===== config.mk =====
export PLATFORM = sky130hd
export DESIGN_NAME = fifo_queue_with_search
export DESIGN_NICKNAME = d
export VERILOG_FILES = /design/src/sv/fqs_pkg.sv /design/src/sv/fqs_store.sv /design/src/sv/fifo_queue_with_search.sv
export SDC_FILE = /design/constraint.sdc
export NUM_CORES = 1
export LEC_CHECK = 0
export BUFFER_PORTS_ARGS = -buffer_cell sky130_fd_sc_hd__buf_2
export CORE_ASPECT_RATIO = 1.1
export CORE_MARGIN = 5
export CORE_UTILIZATION = 55
export DETAILED_ROUTE_END_ITERATION = 7
export PLACE_DENSITY = 0.83
export SLEW_MARGIN = 20
export SYNTH_ARGS = -nofsm -noshare
export SYNTH_HDL_FRONTEND = slang
export SYNTH_SLANG_ARGS = --single-unit

===== constraint.sdc =====
create_clock -name clk -period 3.9 [get_ports clk]
set_input_delay 0.585 -clock clk [delete_from_list [all_inputs] [get_ports clk]]
set_output_delay 0.585 -clock clk [all_outputs]
set_load 0.01 [all_outputs]

===== src/sv/fqs_pkg.sv =====
// fqs_pkg: shared types, constants and pointer helpers for the searchable fifo queue
// used by fqs_store, fifo_queue_with_search and fqs_checker; depends on nothing

package fqs_pkg;

    // queue geometry
    localparam int DEPTH   = 16;
    localparam int ADDR_W  = (DEPTH > 1) ? $clog2(DEPTH) : 1;
    localparam int CNT_W   = 5;
    localparam int WORD_W  = 32;
    localparam int MODE_W  = 3;
    localparam int STAT_W  = 2;
    localparam int MATCH_W = 5;

    // result packing, lowest bit first
    localparam int OUT_STATUS_LSB = 0;
    localparam int OUT_FRONT_LSB  = OUT_STATUS_LSB + STAT_W;
    localparam int OUT_BACK_LSB   = OUT_FRONT_LSB + WORD_W;
    localparam int OUT_COUNT_LSB  = OUT_BACK_LSB + WORD_W;
    localparam int OUT_MATCH_LSB  = OUT_COUNT_LSB + CNT_W;
    localparam int OUT_USED_W     = OUT_MATCH_LSB + MATCH_W;
    localparam int OUT_DATA_W     = ((OUT_USED_W + 7) / 8) * 8;

    // word reported for front and back of an empty queue
    localparam logic [WORD_W-1:0]  EMPTY_WORD = 32'hFFFF_8000;
    localparam logic [MATCH_W-1:0] NO_MATCH   = '1;
    localparam logic [CNT_W-1:0]   FULL_COUNT = CNT_W'(DEPTH);

    typedef enum logic [MODE_W-1:0] {
        MODE_ENQ         = 3'd0,
        MODE_DEQ         = 3'd1,
        MODE_CLEAR       = 3'd2,
        MODE_SRCH_FRONT  = 3'd3,
        MODE_SRCH_BACK   = 3'd4
    } mode_t;

    localparam logic [STAT_W-1:0] STATUS_OK    = 2'd0;
    localparam logic [STAT_W-1:0] STATUS_EMPTY = 2'd1;
    localparam logic [STAT_W-1:0] STATUS_FULL  = 2'd2;

    // one result transaction
    typedef struct packed {
        logic [MATCH_W-1:0] match_position;
        logic [CNT_W-1:0]   entry_count;
        logic [WORD_W-1:0]  back_value;
        logic [WORD_W-1:0]  front_value;
        logic [STAT_W-1:0]  status;
    } result_t;

    // access to the ring store
    typedef struct packed {
        logic              we;
        logic [ADDR_W-1:0] waddr;
        logic [WORD_W-1:0] wdata;
        logic [ADDR_W-1:0] raddr;
    } store_req_t;

    // p + n around the ring, n below DEPTH
    function automatic logic [ADDR_W-1:0] ptr_add(input logic [ADDR_W-1:0] p,
                                                 input logic [ADDR_W-1:0] n);
        logic [ADDR_W:0] s;
        s = {1'b0, p} + {1'b0, n};
        if (s >= (ADDR_W+1)'(DEPTH))
        begin
            s = s - (ADDR_W+1)'(DEPTH);
        end
        return s[ADDR_W-1:0];
    endfunction

    // p - n around the ring, n below DEPTH
    function automatic logic [ADDR_W-1:0] ptr_sub(input logic [ADDR_W-1:0] p,
                                                 input logic [ADDR_W-1:0] n);
        logic [ADDR_W:0] s;
        s = {1'b0, p} - {1'b0, n};
        if (s[ADDR_W])
        begin
            s = s + (ADDR_W+1)'(DEPTH);
        end
        return s[ADDR_W-1:0];
    endfunction

endpackage


===== src/sv/fqs_store.sv =====
// fqs_store: ring store of the queue, one write and one registered read per cycle
// depends on fqs_pkg

module fqs_store
(
    input  logic                          clk,
    input  fqs_pkg::store_req_t           req,
    output logic [fqs_pkg::WORD_W-1:0]    rdata
);

    logic [fqs_pkg::WORD_W-1:0] mem [fqs_pkg::DEPTH];
    logic [fqs_pkg::WORD_W-1:0] rdata_reg;

    // synchronous write and read, read data registered and valid in the next cycle
    always_ff @(posedge clk)
    begin
        if (req.we)
        begin
            mem[req.waddr] <= req.wdata;
        end
        rdata_reg <= mem[req.raddr];
    end

    assign rdata = rdata_reg;

endmodule


===== src/sv/fifo_queue_with_search.sv =====
// fifo_queue_with_search: bounded fifo of 32-bit words with search from either end
// depends on fqs_pkg and fqs_store
//
// channel   dir  handshake                     payload
// s_axis    in   s_axis_tvalid/s_axis_tready   tdata: value, tuser: mode
// m_axis    out  m_axis_tvalid/m_axis_tready   tdata: status, front, back, count, match
//
// enqueue, clear, unused modes, search of an empty queue and dequeue that empties or finds
// the queue empty give their result directly; any other dequeue first reads the new front entry.
// a search walks the store one entry per cycle through its single read port, until it
// finds a match or has compared the last held entry.
// reset clears pointers, count and handshake state; store contents need no clearing.
// a new transaction is taken once the previous one is done and the result register
// is free or being drained in the same cycle.

module fifo_queue_with_search
(
    input  logic                               clk,
    input  logic                               rst_n,
    input  logic                               s_axis_tvalid,
    output logic                               s_axis_tready,
    input  logic [fqs_pkg::WORD_W-1:0]         s_axis_tdata,  // [31:0] value
    input  logic [fqs_pkg::MODE_W-1:0]         s_axis_tuser,  // [2:0] mode
    output logic                               m_axis_tvalid,
    input  logic                               m_axis_tready,
    // [1:0] status, [33:2] front_value, [65:34] back_value, [70:66] entry_count,
    // [75:71] match_position, [79:76] zero
    output logic [fqs_pkg::OUT_DATA_W-1:0]     m_axis_tdata
);

    typedef enum logic [1:0] {
        ST_IDLE,
        ST_DEQ,
        ST_SRCH
    } state_t;

    state_t                          state_reg, state_next;
    logic [fqs_pkg::ADDR_W-1:0]      head_reg, head_next;
    logic [fqs_pkg::ADDR_W-1:0]      tail_reg, tail_next;
    logic [fqs_pkg::CNT_W-1:0]       count_reg, count_next;
    logic [fqs_pkg::WORD_W-1:0]      front_reg, front_next;
    logic [fqs_pkg::WORD_W-1:0]      back_reg, back_next;
    logic [fqs_pkg::WORD_W-1:0]      key_reg, key_next;
    logic                            dir_back_reg, dir_back_next;
    logic [fqs_pkg::ADDR_W-1:0]      idx_reg, idx_next;
    logic                            out_valid_reg, out_valid_next;
    fqs_pkg::result_t                out_reg, out_next;

    fqs_pkg::store_req_t             store_req;
    logic [fqs_pkg::WORD_W-1:0]      store_rdata;
    logic                            accept;
    logic [fqs_pkg::WORD_W-1:0]      cur_front;
    logic [fqs_pkg::WORD_W-1:0]      cur_back;
    logic [fqs_pkg::ADDR_W-1:0]      idx_inc;
    logic [fqs_pkg::ADDR_W-1:0]      last_ptr;

    fqs_store u_store
    (
        .clk   (clk),
        .req   (store_req),
        .rdata (store_rdata)
    );

    // input side handshake
    assign s_axis_tready = (state_reg == ST_IDLE) && (!out_valid_reg || m_axis_tready);
    assign accept        = s_axis_tvalid && s_axis_tready;

    // front and back as seen by a result that leaves the queue untouched
    assign cur_front = (count_reg == '0) ? fqs_pkg::EMPTY_WORD : front_reg;
    assign cur_back  = (count_reg == '0) ? fqs_pkg::EMPTY_WORD : back_reg;
    assign idx_inc   = idx_reg + 1'b1;
    assign last_ptr  = fqs_pkg::ptr_sub(tail_reg, fqs_pkg::ADDR_W'(1));

    // operation sequencer
    always_comb
    begin
        state_next      = state_reg;
        head_next       = head_reg;
        tail_next       = tail_reg;
        count_next      = count_reg;
        front_next      = front_reg;
        back_next       = back_reg;
        key_next        = key_reg;
        dir_back_next   = dir_back_reg;
        idx_next        = idx_reg;
        out_next        = out_reg;
        out_valid_next  = out_valid_reg;
        store_req.we    = 1'b0;
        store_req.waddr = tail_reg;
        store_req.wdata = s_axis_tdata;
        store_req.raddr = head_reg;

        if (out_valid_reg && m_axis_tready)
        begin
            out_valid_next = 1'b0;
        end

        unique case (state_reg)
            ST_IDLE:
            begin
                if (accept)
                begin
                    key_next                = s_axis_tdata;
                    dir_back_next           = (s_axis_tuser == fqs_pkg::MODE_SRCH_BACK);
                    idx_next                = '0;
                    out_valid_next          = 1'b1;
                    out_next.status         = fqs_pkg::STATUS_OK;
                    out_next.front_value    = cur_front;
                    out_next.back_value     = cur_back;
                    out_next.entry_count    = count_reg;
                    out_next.match_position = fqs_pkg::NO_MATCH;
                    unique case (s_axis_tuser)
                        fqs_pkg::MODE_ENQ:
                        begin
                            if (count_reg == fqs_pkg::FULL_COUNT)
                            begin
                                out_next.status = fqs_pkg::STATUS_FULL;
                            end
                            else
                            begin
                                store_req.we         = 1'b1;
                                tail_next            = fqs_pkg::ptr_add(tail_reg,
                                                           fqs_pkg::ADDR_W'(1));
                                count_next           = count_reg + 1'b1;
                                back_next            = s_axis_tdata;
                                out_next.back_value  = s_axis_tdata;
                                out_next.entry_count = count_reg + 1'b1;
                                if (count_reg == '0)
                                begin
                                    front_next           = s_axis_tdata;
                                    out_next.front_value = s_axis_tdata;
                                end
                            end
                        end
                        fqs_pkg::MODE_DEQ:
                        begin
                            if (count_reg == '0)
                            begin
                                out_next.status = fqs_pkg::STATUS_EMPTY;
                            end
                            else
                            begin
                                head_next            = fqs_pkg::ptr_add(head_reg,
                                                           fqs_pkg::ADDR_W'(1));
                                count_next           = count_reg - 1'b1;
                                out_next.entry_count = count_reg - 1'b1;
                                if (count_reg == fqs_pkg::CNT_W'(1))
                                begin
                                    out_next.front_value = fqs_pkg::EMPTY_WORD;
                                    out_next.back_value  = fqs_pkg::EMPTY_WORD;
                                end
                                else
                                begin
                                    // fetch the new front entry
                                    store_req.raddr = fqs_pkg::ptr_add(head_reg,
                                                          fqs_pkg::ADDR_W'(1));
                                    out_valid_next  = 1'b0;
                                    state_next      = ST_DEQ;
                                end
                            end
                        end
                        fqs_pkg::MODE_CLEAR:
                        begin
                            head_next            = '0;
                            tail_next            = '0;
                            count_next           = '0;
                            out_next.front_value = fqs_pkg::EMPTY_WORD;
                            out_next.back_value  = fqs_pkg::EMPTY_WORD;
                            out_next.entry_count = '0;
                        end
                        fqs_pkg::MODE_SRCH_FRONT,
                        fqs_pkg::MODE_SRCH_BACK:
                        begin
                            if (count_reg != '0)
                            begin
                                // first entry from the chosen end
                                store_req.raddr = (s_axis_tuser == fqs_pkg::MODE_SRCH_BACK)
                                                  ? last_ptr : head_reg;
                                out_valid_next  = 1'b0;
                                state_next      = ST_SRCH;
                            end
                        end
                        default:
                        begin
                            // unused mode codes leave the queue as it is
                        end
                    endcase
                end
            end
            ST_DEQ:
            begin
                front_next              = store_rdata;
                out_valid_next          = 1'b1;
                out_next.status         = fqs_pkg::STATUS_OK;
                out_next.front_value    = store_rdata;
                out_next.back_value     = back_reg;
                out_next.entry_count    = count_reg;
                out_next.match_position = fqs_pkg::NO_MATCH;
                state_next              = ST_IDLE;
            end
            ST_SRCH:
            begin
                out_next.status      = fqs_pkg::STATUS_OK;
                out_next.front_value = cur_front;
                out_next.back_value  = cur_back;
                out_next.entry_count = count_reg;
                if (store_rdata == key_reg)
                begin
                    out_next.match_position = {{(fqs_pkg::MATCH_W-fqs_pkg::ADDR_W){1'b0}},
                                               idx_reg};
                    out_valid_next          = 1'b1;
                    state_next              = ST_IDLE;
                end
                else if (fqs_pkg::CNT_W'(idx_reg) + 1'b1 == count_reg)
                begin
                    out_next.match_position = fqs_pkg::NO_MATCH;
                    out_valid_next          = 1'b1;
                    state_next              = ST_IDLE;
                end
                else
                begin
                    // step to the next entry
                    idx_next        = idx_inc;
                    store_req.raddr = dir_back_reg ? fqs_pkg::ptr_sub(last_ptr, idx_inc)
                                                   : fqs_pkg::ptr_add(head_reg, idx_inc);
                end
            end
            default:
            begin
                state_next = ST_IDLE;
            end
        endcase
    end

    // control state, payload and registered result
    always_ff @(posedge clk or negedge rst_n)
    begin
        if (!rst_n)
        begin
            state_reg     <= ST_IDLE;
            head_reg      <= '0;
            tail_reg      <= '0;
            count_reg     <= '0;
            idx_reg       <= '0;
            dir_back_reg  <= 1'b0;
            out_valid_reg <= 1'b0;
            front_reg     <= '0;
            back_reg      <= '0;
            key_reg       <= '0;
            out_reg       <= '0;
        end
        else
        begin
            state_reg     <= state_next;
            head_reg      <= head_next;
            tail_reg      <= tail_next;
            count_reg     <= count_next;
            idx_reg       <= idx_next;
            dir_back_reg  <= dir_back_next;
            out_valid_reg <= out_valid_next;
            front_reg     <= front_next;
            back_reg      <= back_next;
            key_reg       <= key_next;
            out_reg       <= out_next;
        end
    end

    assign m_axis_tvalid = out_valid_reg;
    assign m_axis_tdata  = {{(fqs_pkg::OUT_DATA_W-fqs_pkg::OUT_USED_W){1'b0}}, out_reg};

endmodule


==> metrics.cfg <==
[die]
num_rows = 91
io_pins = 121
start_util = 0.554
die_x_um = 237
dieArea_sq_mm = 0.0613
core_area_sq_mm = 0.0560
die_h_um = 259

[logic_synthesis]
ys_ff_latch = 737
netlist_area_sq_mm = 0.0311
synth_edf_count = 512
synthFlopType = edfxtp_1
yosysSeqAreaShare = 0.671
avgSynthCellArea_sq_um = 12.9
synth_cell_type_count = 74
synthCells = 2412
async_flop_share = 0.262
yosysWarningCount = 0

[clocking]
htreeDepth = 3
cts_tree = built
cts-root-buf = clkbuf_16
clk_pin_slew_ns = 0.06
clock_latency_ns = 0.62
clockBufferDepth = 3
cts_made_buffers = 70
cts.sinks = 737

[final_layout]
largest_register_ffs = 512
fin_cells = 3323
syn2layout_area_growth_pct = 12.7
drive_gt1_frac = 0.131
fin_util = 0.625
multiInputGateArea_sq_mm = 0.00939
n_fill_cell = 3947
layout_commonest_cell = edfxtp_1
nNetsFinal = 2583
regMostFlops = u_store.mem
final_cell_mix = 512 x edfxtp_1, 487 x nand2_1, 193 x dfrtp_1, 192 x mux2i_1, 115 x buf_2
ff_latch_area_sq_mm = 0.0208
stdcell_area_sq_mm = 0.0350

[placement]
gp_congestion = 0.895
io_buffers = 116
hpwl_mm = 51.1
post-place-ws_ns = 0.187
placed_cells = 3193
postPlaceCellArea_sq_mm = 0.0328

[job]
maxCapViolations = 0

[worst_setup_path]
r2r_cells = 12
cp.required_ns = 4.46
start_kind = register
endpoint_kind = register
critPathArrivalTime_ns = 4.24
reg2reg_from = idx_reg[0]
r2r-end = u_store.rdata[26]
path_class = register to register
r2r_slack_ns = 0.21
critPathMaxFanout = 25

[outcome]
status = finished clean

[sta]
clock_skew_ns = 0.0244
hold_violations = 0
grt_setup_unrepaired = no
slew_headroom = 0.332
finalCriticalPeriod_ns = 3.69
slew_violations = 0
tightest_slew_ns = 0.995
finalCritPeriodShare = 0.945
setup_viol = 0
timing.setup.tns_ns = 0
worst_slack_ns = 0.214
fmax_mhz = 271

[global_route]
grt_max_degree = 97
grt_pass1_wl_mm = 129
grt_overflow = 0
grtUsageTotal = 0.278
grt_pass1_vias = 20800
antenna_found_initial = 3

[detailed_routing]
antenna_left = 0
detail_route.iter0.violations = 2732
post_drt_wl_per_cell_um = 26.2
avgViaCountPerCell = 6.42
vias = 21300
drc = 0
drtPass1Iterations = 6
wl_mm = 87.0

[pwr]
ir_worst_vdd_mv = 0.474
power.leakage_nw = 13.5
power.density_mw_per_mm2 = 818

[min_path]
hold_path_class = primary input to async pin

-- repair_timing --
item                       in CTS  in global routing
setup endpoints to repair       0                  7
hold buffers                    0                  0
gates resized for setup         0                  1
buffers inserted                0                  0
-- critical path, stage by stage, from the launching register on --
cell and delay (ns):
dfrtp_1 0.45, ha_1 0.31, xor2_1 0.17, o32a_1 0.30
a211oi_2 0.48, a211oi_2 0.08, buf_4 0.19, a21o_1 0.18
or2_1 0.39, and3_1 0.25, buf_12 0.19, a22oi_1 0.36
and4_1 0.28
-- worst max-delay path by stage --
stage	start	endpoint	slack [ns]
2_1_floorplan	tail_reg[0]	u_store.rdata[25]	0.78
3_3_place_gp	tail_reg[1]	u_store.rdata[9]	0.28
3_5_place_dp	tail_reg[1]	u_store.rdata[18]	0.19
4_1_cts	tail_reg[1]	u_store.rdata[9]	0.09
5_1_grt	idx_reg[0]	u_store.rdata[26]	0.09
6_report	idx_reg[0]	u_store.rdata[26]	0.21
-- power by group --
group / switching, mW / internal [mW] / total [mW] / leakage (nW)
registers: 1.03 / 9.57 / 10.6 / 7.23
logic: 6.99 / 4.35 / 11.3 / 5.17
clock network: 2.90 / 3.80 / 6.70 / 1.09
-- routing by layer --
layer	vias up	wire length, um	global-route usage
li1	9162	-	-
met1	10500	31000	0.349
met2	1346	41900	0.459
met3	277	8990	0.0558
met4	4	5100	0.149
met5	-	14	0
-- layout make-up --
| class | count | area share |
|---|---|---|
| diodes | 1 | 0.0000715 |
| clock buffers | 101 | 0.0563 |
| clock inverters | 28 | 0.00736 |
| inverters | 24 | 0.00257 |
| multi-input cells | 1496 | 0.268 |
| flip-flops and latches | 737 | 0.595 |
| well taps | 744 | 0.0266 |
| repair buffers | 192 | 0.0435 |
-- cell families after synthesis --
| family | count (synthesis) | share of synthesized area |
|---|---|---|
| DFF | 737 | 0.671 |
| and+or+nand+nor | 729 | 0.102 |
| AOI/OAI and AO/OA | 499 | 0.111 |
| muxes | 193 | 0.0622 |
| buffers and inverters | 182 | 0.0299 |
| xor gates and xnor gates | 48 | 0.0140 |
| adders and majority gates | 23 | 0.00975 |
| other | 1 | 0.000121 |
-- through the flow --
| stage | power [mW] | hold slack, ns |
|---|---|---|
| after floorplan | 18.3 | 0.289 |
| after global placement | 21.3 | 0.455 |
| after detailed placement | 21.8 | 0.458 |
| after CTS | 28.5 | 0.0746 |
| after global routing | 30.1 | 0.110 |
| final | 28.6 | 0.0594 |
-- Yosys cell counts, types with 4 or more instances --
master / n / share of area
edfxtp_1: 512 / 0.50
nand2_1: 488 / 0.059
dfrtp_1: 193 / 0.16
mux2i_1: 192 / 0.062
o21ai_0: 107 / 0.017
nor2_1: 101 / 0.012
a21oi_1: 96 / 0.015
a32oi_1: 96 / 0.027
clkbuf_1: 79 / 0.0095
a22oi_1: 49 / 0.012
buf_2: 40 / 0.0064
xnor2_1: 38 / 0.011
and4_1: 33 / 0.0093
dfxtp_1: 32 / 0.021
a22o_1: 31 / 0.0087
nand3_1: 25 / 0.0040
and2_1: 23 / 0.0046
ha_1: 21 / 0.0085
inv_1: 21 / 0.0025
a31oi_1: 20 / 0.0040
buf_6: 19 / 0.0069
o211ai_1: 18 / 0.0044
o22ai_1: 14 / 0.0028
nand4_1: 11 / 0.0022
o21a_1: 11 / 0.0027
a2111oi_0: 10 / 0.0028
buf_1: 9 / 0.0011
nor3_1: 9 / 0.0015
xor2_1: 9 / 0.0025
and3_1: 8 / 0.0016
a32o_1: 7 / 0.0023
buf_4: 7 / 0.0017
nor2b_1: 7 / 0.0014
o31ai_1: 6 / 0.0015
a21o_1: 5 / 0.0012
o21ai_1: 5 / 0.00081
a221oi_1: 4 / 0.0011
nor3_2: 4 / 0.0013
(Power assumes the default switching activity.)
